==> src/amr_pkg.sv <==
`timescale 1ns / 1ps
// Shared types and constants for the AMR fine-grid fill block.
// No dependencies; every other file in src imports this package.
package amr_pkg;

    localparam int LVL_W    = 3;   // refinement level
    localparam int POS_W    = 7;   // column / row fields of an item
    localparam int ID_W     = 14;  // cell number
    localparam int BASE_W   = 8;   // base_size register
    localparam int CRD_W    = 10;  // fine-grid coordinate, wide enough for the largest grid
    localparam int CALC_W   = 16;  // footprint and limit arithmetic
    localparam int SIDE_W   = 7;   // sweep offset inside one footprint
    localparam int CFG_IDX_W  = 1;
    localparam int CFG_DATA_W = 8;
    localparam int CMDQ_DEPTH = 4;

    localparam logic [CFG_IDX_W-1:0] CFG_MAX_LEVEL = 1'b0;
    localparam logic [CFG_IDX_W-1:0] CFG_BASE_SIZE = 1'b1;

    localparam logic [LVL_W-1:0]  MAX_LEVEL_RST = 3'd6;
    localparam logic [BASE_W-1:0] BASE_SIZE_RST = 8'd2;

    localparam logic KIND_FILL = 1'b0;
    localparam logic KIND_READ = 1'b1;

    typedef struct packed {
        logic              kind;
        logic [LVL_W-1:0]  cell_level;
        logic [POS_W-1:0]  cell_col;
        logic [POS_W-1:0]  cell_row;
        logic [ID_W-1:0]   cell_id;
        logic [POS_W-1:0]  read_x;
        logic [POS_W-1:0]  read_y;
    } t_in_item;

    typedef struct packed {
        logic [ID_W-1:0] value;
        logic            in_range;
    } t_out_item;

    // Classified work for the back end
    typedef struct packed {
        logic              kind;
        logic [CRD_W-1:0]  x;        // read position or footprint origin
        logic [CRD_W-1:0]  y;
        logic [LVL_W-1:0]  side_log; // footprint side is 2^side_log
        logic [ID_W-1:0]   id;
        logic              in_range;
    } t_cmd;

    typedef struct packed {
        logic clearing;
        logic busy;
    } t_back_stat;

    typedef enum logic [1:0] {
        ST_CLEAR,
        ST_IDLE,
        ST_FILL,
        ST_READ
    } t_back_state;

endpackage

==> src/amr_front.sv <==
`timescale 1ns / 1ps
// Front end: configuration registers and item classification.
// Depends on amr_pkg.
module amr_front #(
    parameter int GRID_SIDE = 128
) (
    input  logic                          i_clk,
    input  logic                          i_rst_n,
    input  logic                          i_cfg_we,
    input  logic [amr_pkg::CFG_IDX_W-1:0] i_cfg_idx,
    input  logic [amr_pkg::CFG_DATA_W-1:0] i_cfg_data,
    input  logic                          i_valid,
    input  amr_pkg::t_in_item             i_item,
    output logic                          o_keep,
    output amr_pkg::t_cmd                 o_cmd
);
    import amr_pkg::*;

    logic [LVL_W-1:0]  r_max_level;
    logic [BASE_W-1:0] r_base_size;

    logic [CALC_W-1:0] fine_side;
    logic [CALC_W-1:0] lim;
    logic [LVL_W-1:0]  side_log;
    logic [CALC_W-1:0] side;
    logic [CALC_W-1:0] x0;
    logic [CALC_W-1:0] y0;
    logic              lvl_ok;
    logic              fits;
    logic              rd_in;

    always_ff @(posedge i_clk) begin
        if (!i_rst_n) begin
            r_max_level <= MAX_LEVEL_RST;
            r_base_size <= BASE_SIZE_RST;
        end else if (i_cfg_we) begin
            case (i_cfg_idx)
                CFG_MAX_LEVEL: r_max_level <= i_cfg_data[LVL_W-1:0];
                CFG_BASE_SIZE: r_base_size <= i_cfg_data[BASE_W-1:0];
                default: ;
            endcase
        end
    end

    always_comb begin
        fine_side = CALC_W'(r_base_size) << r_max_level;
        lim       = (fine_side < CALC_W'(GRID_SIDE)) ? fine_side : CALC_W'(GRID_SIDE);
        lvl_ok    = (i_item.cell_level <= r_max_level);
        side_log  = r_max_level - i_item.cell_level;
        side      = CALC_W'(1) << side_log;
        x0        = CALC_W'(i_item.cell_col) << side_log;
        y0        = CALC_W'(i_item.cell_row) << side_log;
        fits      = ((x0 + side) <= lim) && ((y0 + side) <= lim);
        rd_in     = (CALC_W'(i_item.read_x) < lim) && (CALC_W'(i_item.read_y) < lim);

        o_cmd.kind     = i_item.kind;
        o_cmd.side_log = side_log;
        o_cmd.id       = i_item.cell_id;
        o_cmd.in_range = rd_in;
        if (i_item.kind == KIND_READ) begin
            // park out-of-range reads on entry zero so the address stays legal
            o_cmd.x = rd_in ? CRD_W'(i_item.read_x) : '0;
            o_cmd.y = rd_in ? CRD_W'(i_item.read_y) : '0;
        end else begin
            o_cmd.x = x0[CRD_W-1:0];
            o_cmd.y = y0[CRD_W-1:0];
        end

        // drop inserts that are too fine or stick out of the grid
        o_keep = i_valid && ((i_item.kind == KIND_READ) || (lvl_ok && fits));
    end

endmodule

==> config.mk <==
export PLATFORM = sky130hd
export DESIGN_NAME = amr_front
export DESIGN_NICKNAME = d
export VERILOG_FILES = /design/src/amr_pkg.sv /design/src/amr_front.sv
export SDC_FILE = /design/constraint.sdc
export NUM_CORES = 1
export LEC_CHECK = 0
export BUFFER_PORTS_ARGS = -buffer_cell sky130_fd_sc_hd__buf_2
export CAP_MARGIN = 0
export CORE_MARGIN = 10
export CORE_UTILIZATION = 40
export CTS_CLUSTER_SIZE = 16
export DETAILED_ROUTE_END_ITERATION = 12
export GPL_ROUTABILITY_DRIVEN = 0
export GPL_TIMING_DRIVEN = 0
export HOLD_SLACK_MARGIN = 0.03
export PLACE_DENSITY = 0.66
export SYNTH_ARGS = -nofsm -noshare
export SYNTH_HDL_FRONTEND = slang
export SYNTH_SLANG_ARGS = --single-unit
==> constraint.sdc <==
create_clock -name i_clk -period 5.8 [get_ports i_clk]
set_clock_uncertainty 0.2 [all_clocks]
set_input_delay 0.58 -clock i_clk [delete_from_list [all_inputs] [get_ports i_clk]]
set_output_delay 0.58 -clock i_clk [all_outputs]
set_load 0.02 [all_outputs]
Word-level counts from Yosys, hierarchy flattened:

Index checks and enable logic that the tools add are counted.

* word-level logic and storage cells: 27
* input port bits: 59
* register bits after elaboration: 11
* output and inout port bits: 40

* $lt $le $gt $ge: 6
* mux-type cells: 4
* bitwise logic cells: 1
* reductions and logical operators: 7
* $add $sub $neg: 3
* shifts and indexed selects: 4

Operators with widths (count)
* $add 16x16->16: 2
* $le 16x16->1: 2
* $lt 7x16->1: 2
* $shl 7x3->16: 2
* $mux 20: 1
* $lt 16x8->1 const B: 1
* $mux 16: 1
* $shl 1x3->16 const A: 1
* $shl 8x3->16: 1
* $mux 7: 2
* $logic_and 1x1->1: 4
* $reduce_and 2->1: 2
* $le 3x3->1: 1
* $sub 3x3->3: 1
* $logic_or 1x1->1: 1
* $not 1->1: 1

Depth between registers and ports, before layout:

Gate-level depths: netlist of the first run.

* word-level depth: 8
* mapped depth: 28
* depth with buffers taken out: 23

Worst setup path after synthesis of the first run:

Ideal clock, no wire load.

* kind: reg2out
* start point: register r_max_level[0]
* end point: output o_keep
* setup slack: -645 ps
* path buffers: 5
* cell stages (with the launch flop): 27
* arrival: 5665 ps
* path through: dfxtp_1 > clkbuf_1 > inv_1 > ha_1 > fa_1 > buf_6 > buf_6 > buf_6 > clkbuf_1 > mux2i_1 > nor2_1 > a21oi_1 > mux2i_1 > ha_1 > inv_1 > a2111o_1 > a221oi_2 > o21a_2 > nand3b_2 > mux2_4 > ha_1 > nand2_1 > nor3_1 > a221o_1 > nor3_1 > o21ai_0 > a221oi_1

* word-level cells in the longest chain between the ends: 8

RTL lines
* start: declaration: RTL line amr_front.sv:19 `logic [LVL_W-1:0] r_max_level;`
* start signal: assignment: RTL line amr_front.sv:38 `CFG_MAX_LEVEL: r_max_level <= i_cfg_data[LVL_W-1:0];`
* $sub 3x3->3 / $shl 8x3->16 (equally long branches): RTL line amr_front.sv:49, amr_front.sv:46
* $shl 7x3->16 (tied with other cells): RTL line amr_front.sv:51 `x0 = CALC_W'(i_item.cell_col) << side_log;`
* $add 16x16->16 / $mux 16 (equally long branches): RTL line amr_front.sv:53, amr_front.sv:47
* $le 16x16->1: RTL line amr_front.sv:53 `fits = ((x0 + side) <= lim) && ((y0 + side) <= lim);`
* $logic_and 1x1->1: RTL line amr_front.sv:53
* $logic_and 1x1->1 (*): RTL line amr_front.sv:70 `o_keep = i_valid && ((i_item.kind == KIND_READ) || (lvl_ok && fits));`
* $logic_or 1x1->1 (*): RTL line amr_front.sv:70
* $logic_and 1x1->1 (*): RTL line amr_front.sv:70
* end: declaration: RTL line amr_front.sv:14 `output logic o_keep,`

Every way passes the cells marked *; elsewhere a longest branch is shown, timed or not.

Worst setup path in the final report of the first run:

Same ends and word-level chain as after synthesis.

==> results of run 1 <==
==> synthesized netlist by cell type, drive strengths merged, types with 8 or more instances <==
| cell type | count | area (um^2) |
|---|---|---|
| nand2 | 58 | 218 |
| o21a | 8 | 68.8 |
| a21boi | 9 | 67.6 |
| mux2i | 22 | 224 |
| a21o | 8 | 60.1 |
| nand3 | 26 | 130 |
| a21oi | 38 | 190 |
| dfxtp | 11 | 220 |
| xnor2 | 10 | 87.6 |
| buf | 31 | 238 |
| inv | 17 | 63.8 |
| clkbuf | 12 | 55.1 |
| a211oi | 13 | 97.6 |
| nor3 | 16 | 91.3 |
| nor2b | 13 | 81.3 |
| ha | 54 | 676 |
| o21ai | 34 | 170 |
| nor2 | 55 | 206 |
==> state kept, by name, indices dropped and copies added (netlist names) <==
name	count
r_max_level	3
r_base_size	8
==> placed cells by master, fill, tap and decap left out, types with 9 or more instances in the layout <==
cell type / instances
nor2b_1: 13
a21oi_1: 31
nand3_1: 24
mux2i_1: 19
xnor2_1: 10
conb_1: 14
a211oi_1: 11
buf_4: 49
o21ai_0: 23
buf_2: 85
inv_1: 14
dfxtp_1: 10
nor2_1: 51
nand2_1: 55
ha_1: 50
a21boi_0: 9
nor3_1: 12
==> cells by family (layout without fill, tap and decap cells) <==
logic type / Yosys count / after routing / synth area share, %
buf+inv: 60 / 176 / 9.28
mux: 29 / 29 / 8.56
xor+xnor: 16 / 16 / 3.84
simple gates: 209 / 209 / 26.2
compound gates: 154 / 154 / 28.2
fa+ha+maj: 55 / 55 / 18.1
flops: 11 / 11 / 5.73
other cells: 1 / 14 / 0.0976
==> worst paths after layout <==
path / from / endpoint / slack [ps] / depth (start not counted)
hold / removal: r_base_size[6]$_SDFFE_PN0P_ / r_base_size[6]$_SDFFE_PN0P_ / 310 / 2
hold reg to reg: r_base_size[6]$_SDFFE_PN0P_ / r_base_size[6]$_SDFFE_PN0P_ / 310 / 2
setup / recovery: r_max_level[0]$_SDFFE_PN0P_ / o_keep / -200 / 27
setup reg to reg: r_max_level[0]$_SDFFE_PN0P_ / r_max_level[0]$_SDFFE_PN0P_ / 4720 / 5
==> report_power, final <==
part	internal (mW)	total [mW]	switching (mW)	leakage, nW
Combinational	0.374	0.873	0.499	2.19
Sequential	0.0796	0.0841	0.00453	0.0906
Clock	0.0473	0.0768	0.0296	0.0255
==> critical path, cell delays in order, from the launching register on <==
cell and delay (ps):
dfxtp_2 340, clkbuf_8 130, inv_4 40, ha_4 150
fa_2 570, buf_6 140, buf_8 120, buf_8 110
clkbuf_16 140, mux2i_1 200, nor2_1 70, a21oi_2 130
mux2i_1 110, ha_1 320, inv_1 40, a2111o_1 290
a221oi_2 210, o21a_2 220, buf_4 120, xnor2_1 110
ha_1 290, nand3_2 100, nor3_4 50, a221o_1 330
nor3_2 130, o21ai_2 120, a221oi_2 230, buf_4 180
==> cell type report <==
class | count | area (um^2)
Buffer | 43 | 367
Clock buffer | 3 | 41.3
Clock inverter | 1 | 5.00
Fill cell | 939 | 4240
Inverter | 17 | 66.3
Multi-Input combinational cell | 477 | 3550
Sequential cell | 11 | 221
Tap cell | 129 | 161
Timing Repair Buffer | 112 | 638
==> repair_timing <==
| item | CTS | global route |
|---|---|---|
| setup endpoints to repair | 1 | 1 |
| gates resized for setup | 58 | 15 |
| pin swaps | 22 | 12 |
| hold endpoints to repair | 0 | 0 |
| buffers inserted | 23 | 7 |
==> routing by layer <==
| metal | track usage, % | part of all wire, % |
|---|---|---|
| met1 | 21.7 | 40 |
| met2 | 33.6 | 50 |
| met3 | 2.78 | 7.5 |
| met4 | 5.10 | 2.3 |
| met5 | 0 | 0 |
==> run metrics, run 1 <==
Post-synth EDFFs=0; overall die area=between 0.01 and 0.015 mm^2; Initial Util=about two fifths; CP Class=reg2out; wire length per cell=roughly 18 um; Crit. End Element=primary output; Final period util=103%; DRT iter0 DRCs=approximately 280; Synth Warn #=0; Main synth FF type=dfxtp_1; # DRC=0; Final Net Count=between 700 and 800; Num Clock Sinks=11; ANT nets after route=0; peak supply drop=124 uV; Final Hold Fails=0; total grt overflow=0; htree depth=1; Placed Cells=approximately 760; Synth cell types=73; chip height=118 um; max-slew violation count=0; RSZ-0062 raised after global routing=true; CTS Hold Bufs=0; failing checks=negative setup slack; Pwr Density=about 200 mW/mm^2; final-report setup violation count=1; LEAKAGE=between 2 and 2.5 nW; Fin Hold WS=311 ps; register area share after synthesis=under 10%; Die X=~120 um; non-filler instance count after layout=793; Layout area overhead=31.4%; Synth Instances=about 540; CTS Buffer Depth=2; row count=35; routed via count=approximately 4600; setup TNS=-201 ps; number of vias per cell=between 5 and 6; total CTS buffers=3; crit start category=register; status=finished, violations left; final wirelength=14000 um; number of inserted diodes=0; number of global-route vias before repair=4600; Total Power=roughly 1.0 mW; layout cells sized above 1=between 30% and 40%; FFs w/ async S/R, synth=0%; relative slew slack=47.8%; pre-CTS setup slack=-925 ps; Hold Crit Class=reg2reg; placed instance area=around 0.0045 mm^2; hpwl dp=~11000 um; fin util=54.4%; Mapped Avg Cell Area=about 7.2 um^2; total track usage=18.4%; count of port buffers added during placement=slightly above 80; initial antenna violation count=0; fin crit period=6000 ps; IO Pins=99; worst setup margin=-201 ps; Worst-Margin Slew=approximately 780 ps; Mapped Area=between 0.003 and 0.004 mm^2; f_max=around 170 MHz; worst-path maximum fanout=10; critical path data required time=roughly 5000 ps; Crit path arrival time=between 5000 and 6000 ps; post-synthesis register bit count=11; Worst-path clk slew=around 50 ps; max cap viols=0; area of the core=between 0.009 and 0.01 mm^2; largest net degree at the start of global routing=11; clk_lat worst skew=between 200 and 250 ps; clk root buf=clkbuf_8; Post-Layout Inst Area=roughly 0.0050 mm^2; DR pass1 iterations=5; first-pass GRT wire length=22200 um; CTS tree=built
Note: power is estimated with default switching activity, not from simulation.
==> inputs of run 2 (changes only) <==
--- a/config.mk
+++ b/config.mk
@@ -9,6 +9,7 @@
 export CAP_MARGIN = 0
 export CORE_MARGIN = 10
 export CORE_UTILIZATION = 40
+export CTS_BUF_LIST = sky130_fd_sc_hd__clkbuf_16
 export CTS_CLUSTER_SIZE = 16
 export DETAILED_ROUTE_END_ITERATION = 12
 export GPL_ROUTABILITY_DRIVEN = 0
==> run 2 against run 1 <==
  * The run still ends with negative setup slack left
  * Sequential cell count is the same
  * Sequential power about the same
  * Die area unchanged
  * Final cell count stayed put
  * Critical path depth unchanged
  * Worst hold slack got worse by 1.5 ps
  * Critical endpoint unchanged
  * Largest power group unchanged
==> run metrics, run 2 (synthesis gave the netlist of run 1 again) <==
Num Clock Sinks=11 (unchanged); failing checks=negative setup slack (unchanged); Fin Hold WS=310 ps (was 311 ps); chip height=118 um (unchanged); CP Class=reg2out (unchanged); Worst-Margin Slew=778 ps (was 783 ps); hold endpoint=r_base_size[6]$_SDFFE_PN0P_ (unchanged); max cap viols=0 (unchanged); status=finished, violations left (unchanged); LEAKAGE=2.32 nW (was 2.31 nW); worst r2r src=r_max_level[0]$_SDFFE_PN0P_ (unchanged); ANT nets after route=0 (unchanged); critical path data required time=5020 ps (about the same); worst-path maximum fanout=10 (unchanged); number of vias per cell=5.79 (was 5.74); layout cells sized above 1=33.7% (was 33.6%); CTS Buffer Depth=2 (unchanged); Final period util=103% (about the same); Crit. End Element=primary output (unchanged); Hold Crit Class=reg2reg (unchanged); max reg flops=8 (unchanged); fin util=54.7% (was 54.4%); crit-path leading delay family=compound AO/OA/AOI/OAI gates (unchanged); hpwl dp=11100 um (unchanged); final-report setup violation count=1 (unchanged); total grt overflow=0 (unchanged); fin crit period=5990 ps (was 6000 ps); Total Power=1.08 mW (was 1.03 mW); Layout area overhead=32.2% (was 31.4%); critical path depth=27 (unchanged); largest net degree at the start of global routing=11 (unchanged); Final Hold Fails=0 (unchanged); path depth of the worst reg2reg path=5 (unchanged); Crit path arrival time=5210 ps (was 5220 ps); routed via count=4592 (was 4555); # fillers=931 (was 939); Initial Util=41.4% (unchanged); # DRC=0 (unchanged); commonest cells after routing, fill and taps aside=buf_2, nand2_1, nor2_1, buf_4, ha_1 (was buf_2, nand2_1, nor2_1, ha_1, buf_4); relative slew slack=48.1% (was 47.8%); number of global-route vias before repair=4603 (was 4600); htree depth=1 (unchanged); initial antenna violation count=0 (unchanged); max-slew violation count=0 (unchanged); DRT iter0 DRCs=269 (was 283); CP max-delay cell=fa_2 (unchanged); hold path depth=2 (unchanged); non-filler instance count after layout=793 (unchanged); largest registers=r_base_size x8, r_max_level x3 (unchanged); CTS Hold Bufs=0 (unchanged); Placed Cells=759 (unchanged); worst setup margin=-193 ps (was -201 ps); RSZ-0062 raised after global routing=true (unchanged); Final Net Count=779 (unchanged); DR pass1 iterations=5 (unchanged); f_max=167 MHz (about the same); wire length per cell=17.7 um (was 17.6 um); area of the multi-input gates=0.00355 mm^2 (about the same); count of port buffers added during placement=82 (unchanged); clk root buf=clkbuf_16 (was clkbuf_8); reg2reg setup slack=4720 ps (about the same); CP Buf/Inv Count=9 (unchanged); total CTS buffers=3 (unchanged); area of the core=0.00928 mm^2 (unchanged); final wirelength=14100 um (was 14000 um); CTS tree=built (unchanged); commonest non-fill, non-tap cell in the layout=buf_2 (unchanged); number of inserted diodes=0 (unchanged); crit start category=register (unchanged); Hold Crit Start=r_base_size[6]$_SDFFE_PN0P_ (unchanged); largest reg by FF count=r_base_size (unchanged); FF+latch area=221 um^2 (unchanged); Worst R2R End=r_max_level[0]$_SDFFE_PN0P_ (unchanged); Pwr Density=213 mW/mm^2 (was 205 mW/mm^2); first-pass GRT wire length=22200 um (about the same); row count=35 (unchanged); total track usage=18.6% (was 18.4%); Worst-path clk slew=40 ps (was 50 ps); clk_lat worst skew=240 ps (was 230 ps); Die X=118 um (unchanged); IO Pins=99 (unchanged); overall die area=0.0139 mm^2 (unchanged); peak supply drop=165 uV (was 124 uV); slowest stage delay, CP=570 ps (about the same); pre-CTS setup slack=-925 ps (unchanged)
run 2: cell counts in the layout (fill, tap and decap cells not counted):
No cell type changed its count.
run 2: timing repair:
| item | 4_1_cts | 5_1_grt |
|---|---|---|
| setup endpoints to repair | 1 | 1 |
| cloned | 0 | 0 |
| buffers inserted | 23 | 7 |
| gates resized for setup | 58 | 15 |
| hold endpoints to repair | 0 | 0 |
| pin swaps | 22 | 13 |
run 2: stage by stage:
stage	area, um^2	setup TNS (ps)
2_1_floorplan	3930	0
3_3_place_gp	4500	-877
3_5_place_dp	4500	-925
4_1_cts	4980	-151
5_1_grt	5080	-442
6_report	5080	-193
run 2: power breakdown:
group          leakage, nW  switching (mW)  internal, mW
logic                 2.19           0.499         0.373
clock network       0.0409          0.0348        0.0913
registers           0.0906         0.00451        0.0799
run 2: how the worst max path moves through the flow:
stage | start | to | slack (ps)
after floorplan | i_item[42] | o_keep | 20
after global placement | i_item[42] | o_keep | -880
after detailed placement | i_item[42] | o_keep | -920
after CTS | r_max_level[0]$_SDFFE_PN0P_ | o_keep | -150
after global routing | r_max_level[0]$_SDFFE_PN0P_ | o_keep | -440
final | r_max_level[0]$_SDFFE_PN0P_ | o_keep | -190
run 2: area by class of cell:
class | instances | area share (%)
Inverter | 17 | 1.31
Sequential cell | 11 | 4.36
Timing Repair Buffer | 112 | 12.6
Tap cell | 129 | 3.18
Buffer | 43 | 7.14
Clock inverter | 1 | 0.0985
Clock buffer | 3 | 1.48
Multi-Input combinational cell | 477 | 69.9
run 2: layer usage:
| layer | up-vias | global-route usage [%] | wire [um] |
|---|---|---|---|
| li1 | 2213 | - | - |
| met1 | 2110 | 21.8 | 5600 |
| met2 | 224 | 33.5 | 6920 |
| met3 | 45 | 2.97 | 1160 |
| met4 | 0 | 6.11 | 397 |
| met5 | - | 0 | 0 |
run 2: worst reg2reg max path: cells and delay by family, from the launching register on:
| kind | cells | cell delay [ps] |
|---|---|---|
| flops | 1 | 320 |
| compound gates | 1 | 140 |
| buf+inv | 2 | 210 |
| simple gates | 2 | 110 |
