## src/amr_pkg.sv

```systemverilog
`timescale 1ns / 1ps
// Shared types and constants for the AMR fine-grid fill block.
// No dependencies; every other file in src imports this package.
package amr_pkg;

    localparam int LVL_W    = 3;   // refinement level
    localparam int POS_W    = 7;   // column / row fields of an item
    localparam int ID_W     = 14;  // cell number
    localparam int BASE_W   = 8;   // base_size register
    localparam int CRD_W    = 10;  // fine-grid coordinate, wide enough for the largest grid
    localparam int CALC_W   = 16;  // footprint and limit arithmetic
    localparam int SIDE_W   = 7;   // sweep offset inside one footprint
    localparam int CFG_IDX_W  = 1;
    localparam int CFG_DATA_W = 8;
    localparam int CMDQ_DEPTH = 4;

    localparam logic [CFG_IDX_W-1:0] CFG_MAX_LEVEL = 1'b0;
    localparam logic [CFG_IDX_W-1:0] CFG_BASE_SIZE = 1'b1;

    localparam logic [LVL_W-1:0]  MAX_LEVEL_RST = 3'd6;
    localparam logic [BASE_W-1:0] BASE_SIZE_RST = 8'd2;

    localparam logic KIND_FILL = 1'b0;
    localparam logic KIND_READ = 1'b1;

    typedef struct packed {
        logic              kind;
        logic [LVL_W-1:0]  cell_level;
        logic [POS_W-1:0]  cell_col;
        logic [POS_W-1:0]  cell_row;
        logic [ID_W-1:0]   cell_id;
        logic [POS_W-1:0]  read_x;
        logic [POS_W-1:0]  read_y;
    } t_in_item;

    typedef struct packed {
        logic [ID_W-1:0] value;
        logic            in_range;
    } t_out_item;

    // Classified work for the back end
    typedef struct packed {
        logic              kind;
        logic [CRD_W-1:0]  x;        // read position or footprint origin
        logic [CRD_W-1:0]  y;
        logic [LVL_W-1:0]  side_log; // footprint side is 2^side_log
        logic [ID_W-1:0]   id;
        logic              in_range;
    } t_cmd;

    typedef struct packed {
        logic clearing;
        logic busy;
    } t_back_stat;

    typedef enum logic [1:0] {
        ST_CLEAR,
        ST_IDLE,
        ST_FILL,
        ST_READ
    } t_back_state;

endpackage

```

## src/amr_cmdq.sv

```systemverilog
`timescale 1ns / 1ps
// Short command queue between front and back end.
// Depends on amr_pkg.
module amr_cmdq (
    input  logic          i_clk,
    input  logic          i_rst_n,
    input  logic          i_push,
    input  amr_pkg::t_cmd i_cmd,
    output logic          o_full,
    input  logic          i_pop,
    output logic          o_valid,
    output amr_pkg::t_cmd o_head
);
    import amr_pkg::*;

    localparam int PTR_W = $clog2(CMDQ_DEPTH);
    localparam int CNT_W = $clog2(CMDQ_DEPTH + 1);

    t_cmd             r_slot [CMDQ_DEPTH];
    logic [PTR_W-1:0] r_wr_ptr;
    logic [PTR_W-1:0] r_rd_ptr;
    logic [CNT_W-1:0] r_count;
    logic             do_push;
    logic             do_pop;

    assign o_full  = (r_count == CNT_W'(CMDQ_DEPTH));
    assign o_valid = (r_count != '0);
    assign o_head  = r_slot[r_rd_ptr];
    assign do_push = i_push && !o_full;
    assign do_pop  = i_pop && o_valid;

    always_ff @(posedge i_clk) begin
        if (do_push) begin
            r_slot[r_wr_ptr] <= i_cmd;
        end
    end

    always_ff @(posedge i_clk) begin
        if (!i_rst_n) begin
            r_wr_ptr <= '0;
            r_rd_ptr <= '0;
            r_count  <= '0;
        end else begin
            if (do_push) begin
                r_wr_ptr <= (r_wr_ptr == PTR_W'(CMDQ_DEPTH - 1)) ? '0 : r_wr_ptr + 1'b1;
            end
            if (do_pop) begin
                r_rd_ptr <= (r_rd_ptr == PTR_W'(CMDQ_DEPTH - 1)) ? '0 : r_rd_ptr + 1'b1;
            end
            case ({do_push, do_pop})
                2'b10:   r_count <= r_count + 1'b1;
                2'b01:   r_count <= r_count - 1'b1;
                default: r_count <= r_count;
            endcase
        end
    end

endmodule

```

## config.mk

```make
export PLATFORM = sky130hd
export DESIGN_NAME = amr_cmdq
export DESIGN_NICKNAME = d
export VERILOG_FILES = /design/src/amr_pkg.sv /design/src/amr_cmdq.sv
export SDC_FILE = /design/constraint.sdc
export NUM_CORES = 1
export LEC_CHECK = 0
export CAP_MARGIN = 20
export CORE_MARGIN = 5
export CORE_UTILIZATION = 60
export CTS_CLUSTER_SIZE = 10
export DETAILED_ROUTE_END_ITERATION = 8
export DONT_BUFFER_PORTS = 1
export PLACE_DENSITY = 0.78
export SYNTH_ARGS = -nofsm -noshare
export SYNTH_HDL_FRONTEND = slang
export SYNTH_SLANG_ARGS = --single-unit
```

## constraint.sdc

```tcl
create_clock -name i_clk -period 5.3 [get_ports i_clk]
set_clock_uncertainty 0.05 [all_clocks]
set_input_delay 0.795 -clock i_clk [delete_from_list [all_inputs] [get_ports i_clk]]
set_output_delay 0.795 -clock i_clk [all_outputs]
set_load 0.02 [all_outputs]
```

-- After elaboration in Yosys (flattened, before gate mapping)
Memories as Yosys holds them, arrays and structs flattened. A register that Yosys moved wholly into a read port is not among the register bits.
Cells that the tools add are included.
- bits in writable memories: 156
- input port bits: 43
- bits in registers: 7
- latch bits: 0
- output and inout port bits: 41
- memories: 1
- logic and storage cells: 25
- memory bits (read-only): 0
- memory list (memory ; words ; bits a word ; read ports ; clocked after memory_dff ; wr ports ; RTL line ; source):
    r_slot ; 4 ; 39 ; 1 ; 1 ; 1 ; amr_cmdq.sv:19 ; t_cmd r_slot [CMDQ_DEPTH];
- add/subtract/negate cells: 4
- multipliers: 0
- reduce and logical (&&, ||, !) cells: 5
- equality and inequality tests: 5
- bitwise logic cells: 0
- shift operators: 0
- muxes and demuxes: 7
- div/mod/pow operators: 0
- $lt $le $gt $ge: 0
- operators by type and width (operator ; number):
    2-bit two-way mux ; 4
    2-bit == test (second input constant) ; 3
    3-bit case mux with 2 select lines ; 1
    2-bit by 1-bit adder with 2-bit output (second input constant) ; 2
    3-bit by 1-bit adder with 3-bit output (second input constant) ; 1
    3-bit == test (second input constant) ; 1
    3-bit nonzero test ; 1
    3-bit by 1-bit subtractor with 3-bit output (second input constant) ; 1
    2-bit by 1-bit == test with 1-bit output (second input constant) ; 1
    1-bit logical AND ; 2
    1-bit two-way mux ; 2
    2-bit nonzero test ; 1
    1-bit zero test ; 1

-- Logic depth before layout (Yosys ltp)
Gate-level depths: netlist of the first run.
- depth in word-level cells: 5
- depth in mapped cells: 10
- depth with buffers taken out: 9

-- Worst setup path after synthesis of the first run
No wires, ideal clock.
- kind: input port to flip-flop
- from: in i_push
- to: mem r_slot[3][0] in the netlist's numbering, enable pin
- data arrival time: 2118 ps
- required time: 4850 ps
- library setup time: 400 ps
- stages: 3
- buffers on the path: 1
- slack: 2732 ps
- path through: nor2b_1 > clkbuf_1 > and2_1
- longest elaborated chain between the ends: 3
- RTL lines (element ; RTL line ; source):
    start, declared ; amr_cmdq.sv:7 ; input logic i_push,
    1-bit logical AND ; amr_cmdq.sv:29 ; assign do_push = i_push && !o_full;
    1-bit two-way mux ; amr_cmdq.sv:33 ; if (do_push) begin
    1-bit two-way mux (implied by the code) ; amr_cmdq.sv:34 ; r_slot[r_wr_ptr] <= i_cmd;
    end, declared ; amr_cmdq.sv:19 ;
Every way passes these cells.

==> tab_implementation.tex, run 1 <==
\begin{tabular}{lr}
\hline
Metric & Value \\
\hline
\multicolumn{2}{l}{\textbf{Run status}} \\
Outcome & completed \\
\multicolumn{2}{l}{\textbf{Critical path}} \\
CP max FO & 25 \\
CP arrival & approximately 2.4 ns \\
Worst path buffer plus inverter count & 1 \\
Required time reported for the critical path endpoint & approximately 4.5 ns \\
Crit start category & register \\
Reg-to-reg startpoint & r\_count[2] \\
Setup crit end kind & output port \\
Kind of cell adding the most delay to the critical path & flip-flops \\
Biggest cell delay along the critical path & approximately 0.69 ns \\
Cell at the slowest stage of the critical path & dfxtp\_2 \\
Critical Path, Cell by Cell & buf\_4, mux4\_2 \\
Worst setup path category & register to output port \\
\multicolumn{2}{l}{\textbf{Clocking}} \\
TritonCTS clock tree & yes \\
Post-CTS Hold Buffers & 0 \\
Clock latency on the worst-skew pair & 0.52 ns \\
Root Buffer Master & clkbuf\_8 \\
TritonCTS buffer count & 17 \\
Number of cells upsized or downsized after cts & 0 \\
Clock Pin Slew Worst Setup and Hold Paths & around 0.06 ns \\
Post-CTS Setup Inserts & 0 \\
Count of clock tree sinks & 165 \\
Bufs on Longest Clock Path & 2 \\
Number of levels the H-tree was split into & 4 \\
\multicolumn{2}{l}{\textbf{Global routing}} \\
Global-route congestion overflow total & 0 \\
First-pass GRT wire length & 16500 um \\
Vias in the first global route & 2721 \\
Maximum number of pins on one net before global-route repair & 40 \\
Number of antenna violations at the first check in global routing & 0 \\
Total global-route track usage & 0.187 \\
\multicolumn{2}{l}{\textbf{Placement}} \\
Number of input and output port buffers inserted & 0 \\
Routability-driven placement congestion ratio & around 0.66 \\
Area post-placement & between 0.006 and 0.007 mm\^{}2 \\
Post-detailed-placement half-perimeter wirelength & around 5800 um \\
\multicolumn{2}{l}{\textbf{Cells and area}} \\
Proportion of layout cells with a drive suffix above 1 & 0.254 \\
Final instance area & between 0.006 and 0.007 mm\^{}2 \\
Number of inserted diodes & 0 \\
Count of nets after finishing & between 300 and 400 \\
Area of combinational cells with multiple inputs & between 0.001 and 0.0015 mm\^{}2 \\
Seq. cell area & slightly below 0.005 mm\^{}2 \\
Synthesis-to-finish area growth & 11.6\% \\
Number of inserted filler cells in the final layout & between 500 and 600 \\
\multicolumn{2}{l}{\textbf{Min path}} \\
Worst Hold Class & primary input to register \\
Startpoint of the tightest hold check path & i\_cmd[4] \\
\multicolumn{2}{l}{\textbf{Timing}} \\
Final hold viol count & 0 \\
Setup repair after global routing missed its margin & no \\
Slew @ Worst Pin & roughly 1.1 ns \\
Share of the clock period used by the worst path after layout & 0.617 \\
Setup violations, final & 0 \\
Number of pins with negative max-slew slack in the final report & 0 \\
Clock period minus final worst setup slack & $\sim$3.3 ns \\
Final sum of negative setup slack & 0 ns \\
Slew margin rel. & 0.281 \\
Final hold slack & approximately 0.31 ns \\
Upper clock frequency limit & approximately 310 MHz \\
\multicolumn{2}{l}{\textbf{Synth}} \\
Count of mapped cells out of synthesis & $\sim$260 \\
Synth Flop Type & edfxtp\_1 \\
Top-count cell post-synth & edfxtp\_1 \\
Portion of the post-synthesis area used by sequential elements & 0.797 \\
Largest cells by area after synthesis & edfxtp\_1 77\%, mux4\_2 14\%, dfxtp\_1 3.0\% \\
Post-synth top area cell & edfxtp\_1 \\
Distinct cell type count of the synthesized netlist & 23 \\
Per-instance average area after synthesis & between 20 and 25 um\^{}2 \\
Async S/R FF share, synth & 0 \\
Yosys top cell area share & 0.767 \\
Count of warnings emitted by yosys & 0 \\
Most used standard cells in the synthesized netlist & 156 x edfxtp\_1, 39 x mux4\_2, 9 x dfxtp\_1 \\
Combined area of all synthesized cells & just over 0.006 mm\^{}2 \\
Synthesized flop and latch total & approximately 170 \\
Number of nets produced by synthesis & about 300 \\
Number of synthesized flops with an enable pin & 156 \\
\multicolumn{2}{l}{\textbf{Floorplanning}} \\
IO Count & 84 \\
Die boundary height & $\sim$110 um \\
Core Rows & 36 \\
Placeable Area & roughly 0.0099 mm\^{}2 \\
Die Outline Area & around 0.012 mm\^{}2 \\
Die outline width & about 110 um \\
Initial Util & 0.619 \\
\multicolumn{2}{l}{\textbf{Routing}} \\
Routed wirelength normalized by instance count & 25.3 um \\
Post-DRT Antenna Nets & 0 \\
Wire length after detailed routing & 10500 um \\
Via count normalized by instance count & $\sim$6 \\
Number of DRC violations after detailed routing & 0 \\
Vias & between 2000 and 2500 \\
Number of DRC violations after detailed-routing iteration 0 & 131 \\
Number of optimization iterations in the first detailed-route pass & 4 \\
\multicolumn{2}{l}{\textbf{Power and ir drop}} \\
Maximum VDD drop & 0.371 mV \\
Power density relative to cell area & 512 mW/mm\^{}2 \\
Lkg Pwr & 2.15 nW \\
\multicolumn{2}{l}{\textbf{Job}} \\
Max capacitance violation total & 0 \\
\hline
\end{tabular}
registers in the layout, summed over array words and instances (netlist names), named ones only:
name and count:
r_count 3, r_rd_ptr 2, r_slot 156, r_wr_ptr 2
kinds of logic (layout without fill, tap and decap cells):
group                      count (synthesis)  count (layout)  synth area share
DFF                                      165             165             0.797
muxes                                     41              41             0.147
and+or+nand+nor                           21              21            0.0176
buffers and inverters                     17              41            0.0145
AOI/OAI and AO/OA                          6               6           0.00574
adders and majority gates                  7               7            0.0156
xor gates and xnor gates                   2               2           0.00287
report_power, final:
group / internal, mW / switching (mW) / total, mW
registers: 1.58 / 0.0903 / 1.67
clock network: 0.698 / 0.450 / 1.15
logic: 0.261 / 0.406 / 0.667
metrics by stage:
| stage | power (mW) | setup WS (ns) | instances | util |
|---|---|---|---|---|
| final | 3.49 | 2.03 | 416 | 0.691 |
| after global routing | 3.64 | 1.78 | 416 | 0.691 |
| after CTS | 3.53 | 1.90 | 415 | 0.689 |
| after detailed placement | 2.38 | 2.43 | 383 | 0.631 |
| after global placement | 2.36 | 2.48 | 383 | 0.631 |
| after floorplan | 2.26 | 2.73 | 259 | - |
worst paths after layout:
check                                    end  depth (start not counted)  slack (ns)
worst max-delay path              o_head[14]                          2        2.03
worst min-delay path            r_slot[0][4]                          0        0.31
worst max register to register    r_count[2]                          9        2.45
worst min register to register   r_wr_ptr[1]                          2        0.46
layout make-up:
| cell class | count | share of cell area |
|---|---|---|
| inverters | 7 | 0.00386 |
| clock inverters | 2 | 0.00147 |
| well taps | 133 | 0.0244 |
| multi-input cells | 77 | 0.170 |
| repair buffers | 2 | 0.00404 |
| flip-flops and latches | 165 | 0.714 |
| clock buffers | 30 | 0.0817 |
per-layer routing:
metal | wire, um | up-vias | global-route usage
met3 | 773 | 15 | 0.0830
met1 | 3940 | 1300 | 0.215
met4 | 241 | 0 | 0.0788
li1 | - | 1092 | -
met5 | 0 | - | 0
met2 | 5580 | 77 | 0.307
placed cells by master (no fill, tap or decap), types with 2 or more instances in the layout:
master	netlist	layout
clkinv_2	0	2
or3_1	2	2
inv_1	7	7
clkbuf_8	0	4
mux2i_1	2	2
and2_1	6	2
dfxtp_2	0	2
dfxtp_1	9	7
nand2_1	7	7
nor2_1	2	2
o21ai_0	4	4
nand3_1	2	2
and2_2	0	4
clkbuf_16	0	19
edfxtp_1	156	156
mux4_2	39	39
clkbuf_1	4	7
ha_1	6	6
Power figures use the tool's default switching activity.
==> run 2, diff against run 1 <==
==> constraint.sdc (replaced) <==
create_clock -name i_clk -period 3.15 [get_ports i_clk]
set_clock_uncertainty 0.05 [all_clocks]
set_input_delay 0.4725 -clock i_clk [delete_from_list [all_inputs] [get_ports i_clk]]
set_output_delay 0.4725 -clock i_clk [all_outputs]
set_load 0.02 [all_outputs]
==> run 2 against run 1 <==
  * Non-clock buffer count increased by 47
  * Sequential share of layout area decreased by 4.3 points
  * Cell count increased by 11%
  * Critical endpoint is now o_head[2]
  * Worst setup slack got worse by 1.4 ns
  * Count of clock-buffer cells in the layout decreased by 13
  * First-iteration DRC count increased by 44%
  * Largest cell class unchanged
  * Largest power group unchanged
  * Critical path type unchanged
==> tab_implementation.tex, run 2 (synthesis results as in run 1) <==
\begin{tabular}{lr}
\hline
Metric & Value \\
\hline
\multicolumn{2}{l}{\textbf{Timing}} \\
Final hold viol count & 0 \\
Setup repair after global routing missed its margin & no \\
Share of the clock period used by the worst path after layout & 0.784 \\
Slew @ Worst Pin & approximately 0.61 ns \\
Final sum of negative setup slack & 0 ns \\
Number of pins with negative max-slew slack in the final report & 0 \\
Slew margin rel. & 0.587 \\
Setup violations, final & 0 \\
Clock period minus final worst setup slack & 2.47 ns \\
Upper clock frequency limit & about 400 MHz \\
\multicolumn{2}{l}{\textbf{Floorplanning}} \\
Die boundary height & $\sim$110 um \\
Placeable Area & a little under 0.01 mm\^{}2 \\
IO Count & 84 \\
Die outline width & between 100 and 150 um \\
Core Rows & 36 \\
Die Outline Area & 0.0123 mm\^{}2 \\
Initial Util & 0.619 \\
\multicolumn{2}{l}{\textbf{Cells and area}} \\
Largest Register & r\_slot \\
Proportion of layout cells with a drive suffix above 1 & 0.252 \\
Most common cell after layout, fill and taps aside & edfxtp\_1 \\
Commonest cells after routing, fill and taps aside & 156 x edfxtp\_1, 41 x dlygate4sd3\_1, 39 x mux4\_2, 16 x clkbuf\_16 \\
Post-layout instance count excluding filler cells & between 400 and 500 \\
Flip-flop count of the largest register, all copies and words added & between 150 and 200 \\
Area of combinational cells with multiple inputs & $\sim$0.0012 mm\^{}2 \\
Number of inserted filler cells in the final layout & around 550 \\
Seq. cell area & between 0.004 and 0.005 mm\^{}2 \\
Count of nets after finishing & between 300 and 400 \\
Final instance area & around 0.0072 mm\^{}2 \\
Number of inserted diodes & 0 \\
Synthesis-to-finish area growth & 18.6\% \\
Registers with the highest flip-flop counts & r\_slot: 156 flops, r\_count: 3 flops \\
\multicolumn{2}{l}{\textbf{Power and ir drop}} \\
Power density relative to cell area & approximately 800 mW/mm\^{}2 \\
Portion of total power attributed to combinational logic & 0.218 \\
Switching Share & 0.288 \\
Lkg Pwr & 2.34 nW \\
Cell Int Power & 4.21 mW \\
Part of the power in registers & 0.466 \\
Maximum VDD drop & roughly 0.48 mV \\
Reported net switching power & $\sim$1.7 mW \\
Share of total power in the clock network & 0.316 \\
\multicolumn{2}{l}{\textbf{Clocking}} \\
Count of clock tree sinks & around 170 \\
Bufs on Longest Clock Path & 2 \\
Clock latency on the worst-skew pair & around 0.52 ns \\
Post-CTS Setup Inserts & 0 \\
Clock Pin Slew Worst Setup and Hold Paths & about 0.06 ns \\
Root Buffer Master & clkbuf\_8 \\
Number of levels the H-tree was split into & 4 \\
TritonCTS buffer count & 17 \\
TritonCTS clock tree & yes \\
\multicolumn{2}{l}{\textbf{Critical path}} \\
CP max FO & 16 \\
Cell at the slowest stage of the critical path & dfxtp\_2 \\
Biggest cell delay along the critical path & just over 0.6 ns \\
Worst setup path category & register to output port \\
Critical Path, Cell by Cell & buf\_4, mux4\_2 \\
CP arrival & 1.95 ns \\
Required time reported for the critical path endpoint & 2.63 ns \\
Crit start category & register \\
Setup crit end kind & output port \\
\multicolumn{2}{l}{\textbf{Run status}} \\
Outcome & completed \\
\multicolumn{2}{l}{\textbf{Global routing}} \\
First-pass GRT wire length & around 18000 um \\
Number of antenna violations at the first check in global routing & 0 \\
Maximum number of pins on one net before global-route repair & 40 \\
Vias in the first global route & 2959 \\
Global-route congestion overflow total & 0 \\
Total global-route track usage & 0.198 \\
\multicolumn{2}{l}{\textbf{Placement}} \\
Routability-driven placement congestion ratio & $\sim$0.67 \\
Number of input and output port buffers inserted & 0 \\
Post-detailed-placement half-perimeter wirelength & 6030 um \\
Number of cells in the design after placement & between 300 and 400 \\
Area post-placement & between 0.006 and 0.007 mm\^{}2 \\
\multicolumn{2}{l}{\textbf{Routing}} \\
Wire length after detailed routing & approximately 11000 um \\
Number of DRC violations after detailed-routing iteration 0 & about 190 \\
Vias & about 2700 \\
Routed wirelength normalized by instance count & between 20 and 25 um \\
Number of optimization iterations in the first detailed-route pass & 4 \\
Post-DRT Antenna Nets & 0 \\
Via count normalized by instance count & $\sim$5.9 \\
Number of DRC violations after detailed routing & 0 \\
\multicolumn{2}{l}{\textbf{Min path}} \\
Worst Hold Class & primary input to register \\
\multicolumn{2}{l}{\textbf{Job}} \\
Max capacitance violation total & 0 \\
\hline
\end{tabular}
-- run 2: final cells by class --
cell class                 count  share of cell area
inverter                       7             0.00363
multi-input combinational     77               0.160
sequential                   165               0.672
tap                          133              0.0230
clock buffer                  17              0.0572
clock inverter                14              0.0178
timing repair buffer          49              0.0667
-- run 2: power groups by stage --
stage          sequential, mW  combinational [mW]  clock, mW
2_1_floorplan            2.75                1.06          0
3_3_place_gp             2.77                1.23          0
3_5_place_dp             2.79                1.25          0
4_1_cts                  2.76                1.31       1.90
5_1_grt                  2.77                1.38       2.01
6_report                 2.75                1.29       1.87
-- run 2: critical path, delay by kind of cell (launching register included) --
| family | cells | cell delay [ns] |
|---|---|---|
| buffers and inverters | 1 | 0.35 |
| DFF | 1 | 0.62 |
| muxes | 1 | 0.45 |
-- run 2: path summary, 6_finish.rpt --
check	startpoint	end	slack (ns)	depth (start not counted)
worst max-delay path	register	o_head[2]	0.68	2
worst min-delay path	i_rst_n	r_wr_ptr[1]	0.05	2
worst max register to register	r_count[2]	r_count[2]	0.80	9
worst min register to register	r_wr_ptr[1]	r_wr_ptr[1]	0.46	2
-- run 2: repair_timing --
| action | 4_1_cts | 5_1_grt |
|---|---|---|
| hold buffers | 40 | 1 |
| resized for setup | 0 | 0 |
| endpoints found under the hold margin | 157 | 1 |
-- run 2: stage by stage --
stage	power, mW	utilization	hold slack, ns	setup WS, ns
2_1_floorplan	3.81	-	0.418	0.591
3_3_place_gp	4.01	0.638	0.447	0.994
3_5_place_dp	4.04	0.638	0.449	0.865
4_1_cts	5.97	0.733	0.000532	0.644
5_1_grt	6.16	0.734	0.0340	0.593
6_report	5.91	0.734	0.0526	0.680
-- run 2: routing by layer --
layer  part of all wire  track usage  routed length, um  vias up
met5                  0            0                  0        -
met4              0.015       0.0706                172        0
met3              0.059       0.0628                663       15
met2               0.54        0.333               6090      114
met1               0.39        0.243               4370     1408
li1                   -            -                  -     1186
==> run 3, diff against run 2 <==
==> constraint.sdc (replaced) <==
create_clock -name i_clk -period 2.6 [get_ports i_clk]
set_clock_uncertainty 0.05 [all_clocks]
set_input_delay 0.39 -clock i_clk [delete_from_list [all_inputs] [get_ports i_clk]]
set_output_delay 0.39 -clock i_clk [all_outputs]
set_load 0.02 [all_outputs]
==> run 3 against run 2 <==
  * Via count is 0.26% lower
  * Core utilization up 1.1 points
  * Sequential cell count unchanged
  * Total power up 26%
  * Combinational power up 24%
==> tab_implementation.tex, run 3 (synthesis results as in run 1) <==
\begin{tabular}{lr}
\hline
Metric & Value \\
\hline
\multicolumn{2}{l}{\textbf{Power and ir drop}} \\
Lkg Pwr & around 2.4 nW \\
Maximum VDD drop & 0.667 mV \\
Total power & between 7 and 8 mW \\
Power density relative to cell area & between 1000 and 1500 mW/mm\^{}2 \\
\multicolumn{2}{l}{\textbf{Placement}} \\
Post-detailed-placement half-perimeter wirelength & 6340 um \\
Number of input and output port buffers inserted & 0 \\
Number of cells in the design after placement & 393 \\
Routability-driven placement congestion ratio & 0.643 \\
Area post-placement & 0.00634 mm\^{}2 \\
\multicolumn{2}{l}{\textbf{Global routing}} \\
Maximum number of pins on one net before global-route repair & 30 \\
Total global-route track usage & 0.201 \\
Global-route congestion overflow total & 0 \\
Vias in the first global route & around 3000 \\
Number of antenna violations at the first check in global routing & 0 \\
First-pass GRT wire length & about 18000 um \\
\multicolumn{2}{l}{\textbf{Routing}} \\
Number of optimization iterations in the first detailed-route pass & 4 \\
Post-DRT Antenna Nets & 0 \\
Vias & approximately 2700 \\
Wire length after detailed routing & about 11000 um \\
Via count normalized by instance count & a little under 6 \\
Number of DRC violations after detailed routing & 0 \\
Number of DRC violations after detailed-routing iteration 0 & around 150 \\
Routed wirelength normalized by instance count & 24.2 um \\
\multicolumn{2}{l}{\textbf{Cells and area}} \\
Final instance area & around 0.0073 mm\^{}2 \\
Count of nets after finishing & between 300 and 400 \\
Most common cell after layout, fill and taps aside & edfxtp\_1 \\
Flip-flop count of the largest register, all copies and words added & between 150 and 200 \\
Synthesis-to-finish area growth & 20.3\% \\
Final cell utilization of the core & 0.745 \\
Registers with the highest flip-flop counts & r\_slot: 156 flops, r\_count: 3 flops \\
Seq. cell area & 0.00487 mm\^{}2 \\
Post-layout instance count excluding filler cells & between 400 and 500 \\
Largest Register & r\_slot \\
Area of combinational cells with multiple inputs & between 0.001 and 0.0015 mm\^{}2 \\
Commonest cells after routing, fill and taps aside & 156 x edfxtp\_1, 40 x dlygate4sd3\_1, 39 x mux4\_2, 16 x clkbuf\_16, 8 x buf\_4 \\
Number of inserted filler cells in the final layout & $\sim$530 \\
Number of inserted diodes & 0 \\
Proportion of layout cells with a drive suffix above 1 & 0.247 \\
\multicolumn{2}{l}{\textbf{Timing}} \\
Share of the clock period used by the worst path after layout & 0.891 \\
Setup repair after global routing missed its margin & no \\
Setup violations, final & 0 \\
Number of pins with negative max-slew slack in the final report & 0 \\
Upper clock frequency limit & roughly 430 MHz \\
Slew @ Worst Pin & between 0.5 and 0.6 ns \\
Slew margin rel. & 0.638 \\
Clock period minus final worst setup slack & $\sim$2.3 ns \\
Final hold viol count & 0 \\
Final sum of negative setup slack & 0 ns \\
\multicolumn{2}{l}{\textbf{Floorplanning}} \\
IO Count & 84 \\
Die Outline Area & roughly 0.012 mm\^{}2 \\
Core Rows & 36 \\
Placeable Area & $\sim$0.0099 mm\^{}2 \\
Die boundary height & 111 um \\
Die outline width & around 110 um \\
Initial Util & 0.619 \\
\multicolumn{2}{l}{\textbf{Critical path}} \\
CP max FO & 19 \\
Crit start category & register \\
Required time reported for the critical path endpoint & between 2 and 2.5 ns \\
Worst setup path category & register to output port \\
CP arrival & roughly 1.9 ns \\
Setup crit end kind & output port \\
Reg-to-reg startpoint & r\_count[1] \\
\multicolumn{2}{l}{\textbf{Clocking}} \\
Clock latency on the worst-skew pair & between 0.5 and 0.6 ns \\
TritonCTS clock tree & yes \\
Clock Pin Slew Worst Setup and Hold Paths & about 0.060 ns \\
TritonCTS buffer count & 17 \\
Bufs on Longest Clock Path & 2 \\
Number of levels the H-tree was split into & 4 \\
Post-CTS Setup Inserts & 0 \\
Post-CTS Hold Buffers & 40 \\
Count of clock tree sinks & 165 \\
Number of cells upsized or downsized after cts & 0 \\
Root Buffer Master & clkbuf\_8 \\
\multicolumn{2}{l}{\textbf{Min path}} \\
Startpoint of the tightest hold check path & i\_rst\_n \\
Worst Hold Class & primary input to register \\
\multicolumn{2}{l}{\textbf{Run status}} \\
Outcome & completed \\
\multicolumn{2}{l}{\textbf{Job}} \\
Max capacitance violation total & 0 \\
\hline
\end{tabular}
==> run 3: changes by cell type in the layout (fill, tap and decap cells not counted), sizes merged <==
cell / delta
clkbuf: +3
bufinv: +4
inv: -3
buf: +3
clkinvlp: -1
clkinv: -2
dlygate4sd3: -1
==> run 3: worst max-delay path, cell delays in order, from the launching register on <==
cell and delay [ns]:
dfxtp_2 0.32, buf_4 0.36, mux4_2 0.66
==> run 3: per-layer routing <==
metal | vias to the layer above | share of wire | track usage
li1 | 1193 | - | -
met1 | 1400 | 0.38 | 0.243
met2 | 102 | 0.53 | 0.328
met3 | 21 | 0.060 | 0.0693
met4 | 0 | 0.030 | 0.0944
met5 | - | 0 | 0
==> run 3: stage by stage <==
| stage | hold WS, ns | setup slack [ns] |
|---|---|---|
| 3_5_place_dp | 0.439 | 0.401 |
| 5_1_grt | 0.0482 | 0.173 |
| 4_1_cts | 0.0112 | 0.218 |
| 3_3_place_gp | 0.437 | 0.564 |
| 2_1_floorplan | 0.418 | 0.0412 |
| 6_report | 0.0364 | 0.284 |
==> run 3: final timing paths <==
kind / end / slack [ns] / cells after the start
min reg2reg: r_wr_ptr[1] / 0.45 / 2
max: o_head[9] / 0.28 / 2
max reg2reg: r_count[2] / 0.38 / 9
min: register / 0.04 / 2
==> run 3: layout make-up <==
class | count | share of cell area
repair buffers | 51 | 0.0708
flip-flops and latches | 165 | 0.662
clock inverters | 12 | 0.0250
clock buffers | 20 | 0.0579
inverters | 7 | 0.00358
multi-input cells | 77 | 0.158
well taps | 133 | 0.0226
==> run 3: report_power, final <==
| part | leakage, nW | switching, mW | total, mW | internal [mW] |
|---|---|---|---|---|
| combinational | 0.587 | 0.980 | 1.60 | 0.618 |
| clock | 0.295 | 0.912 | 2.55 | 1.64 |
| sequential | 1.51 | 0.0949 | 3.31 | 3.22 |
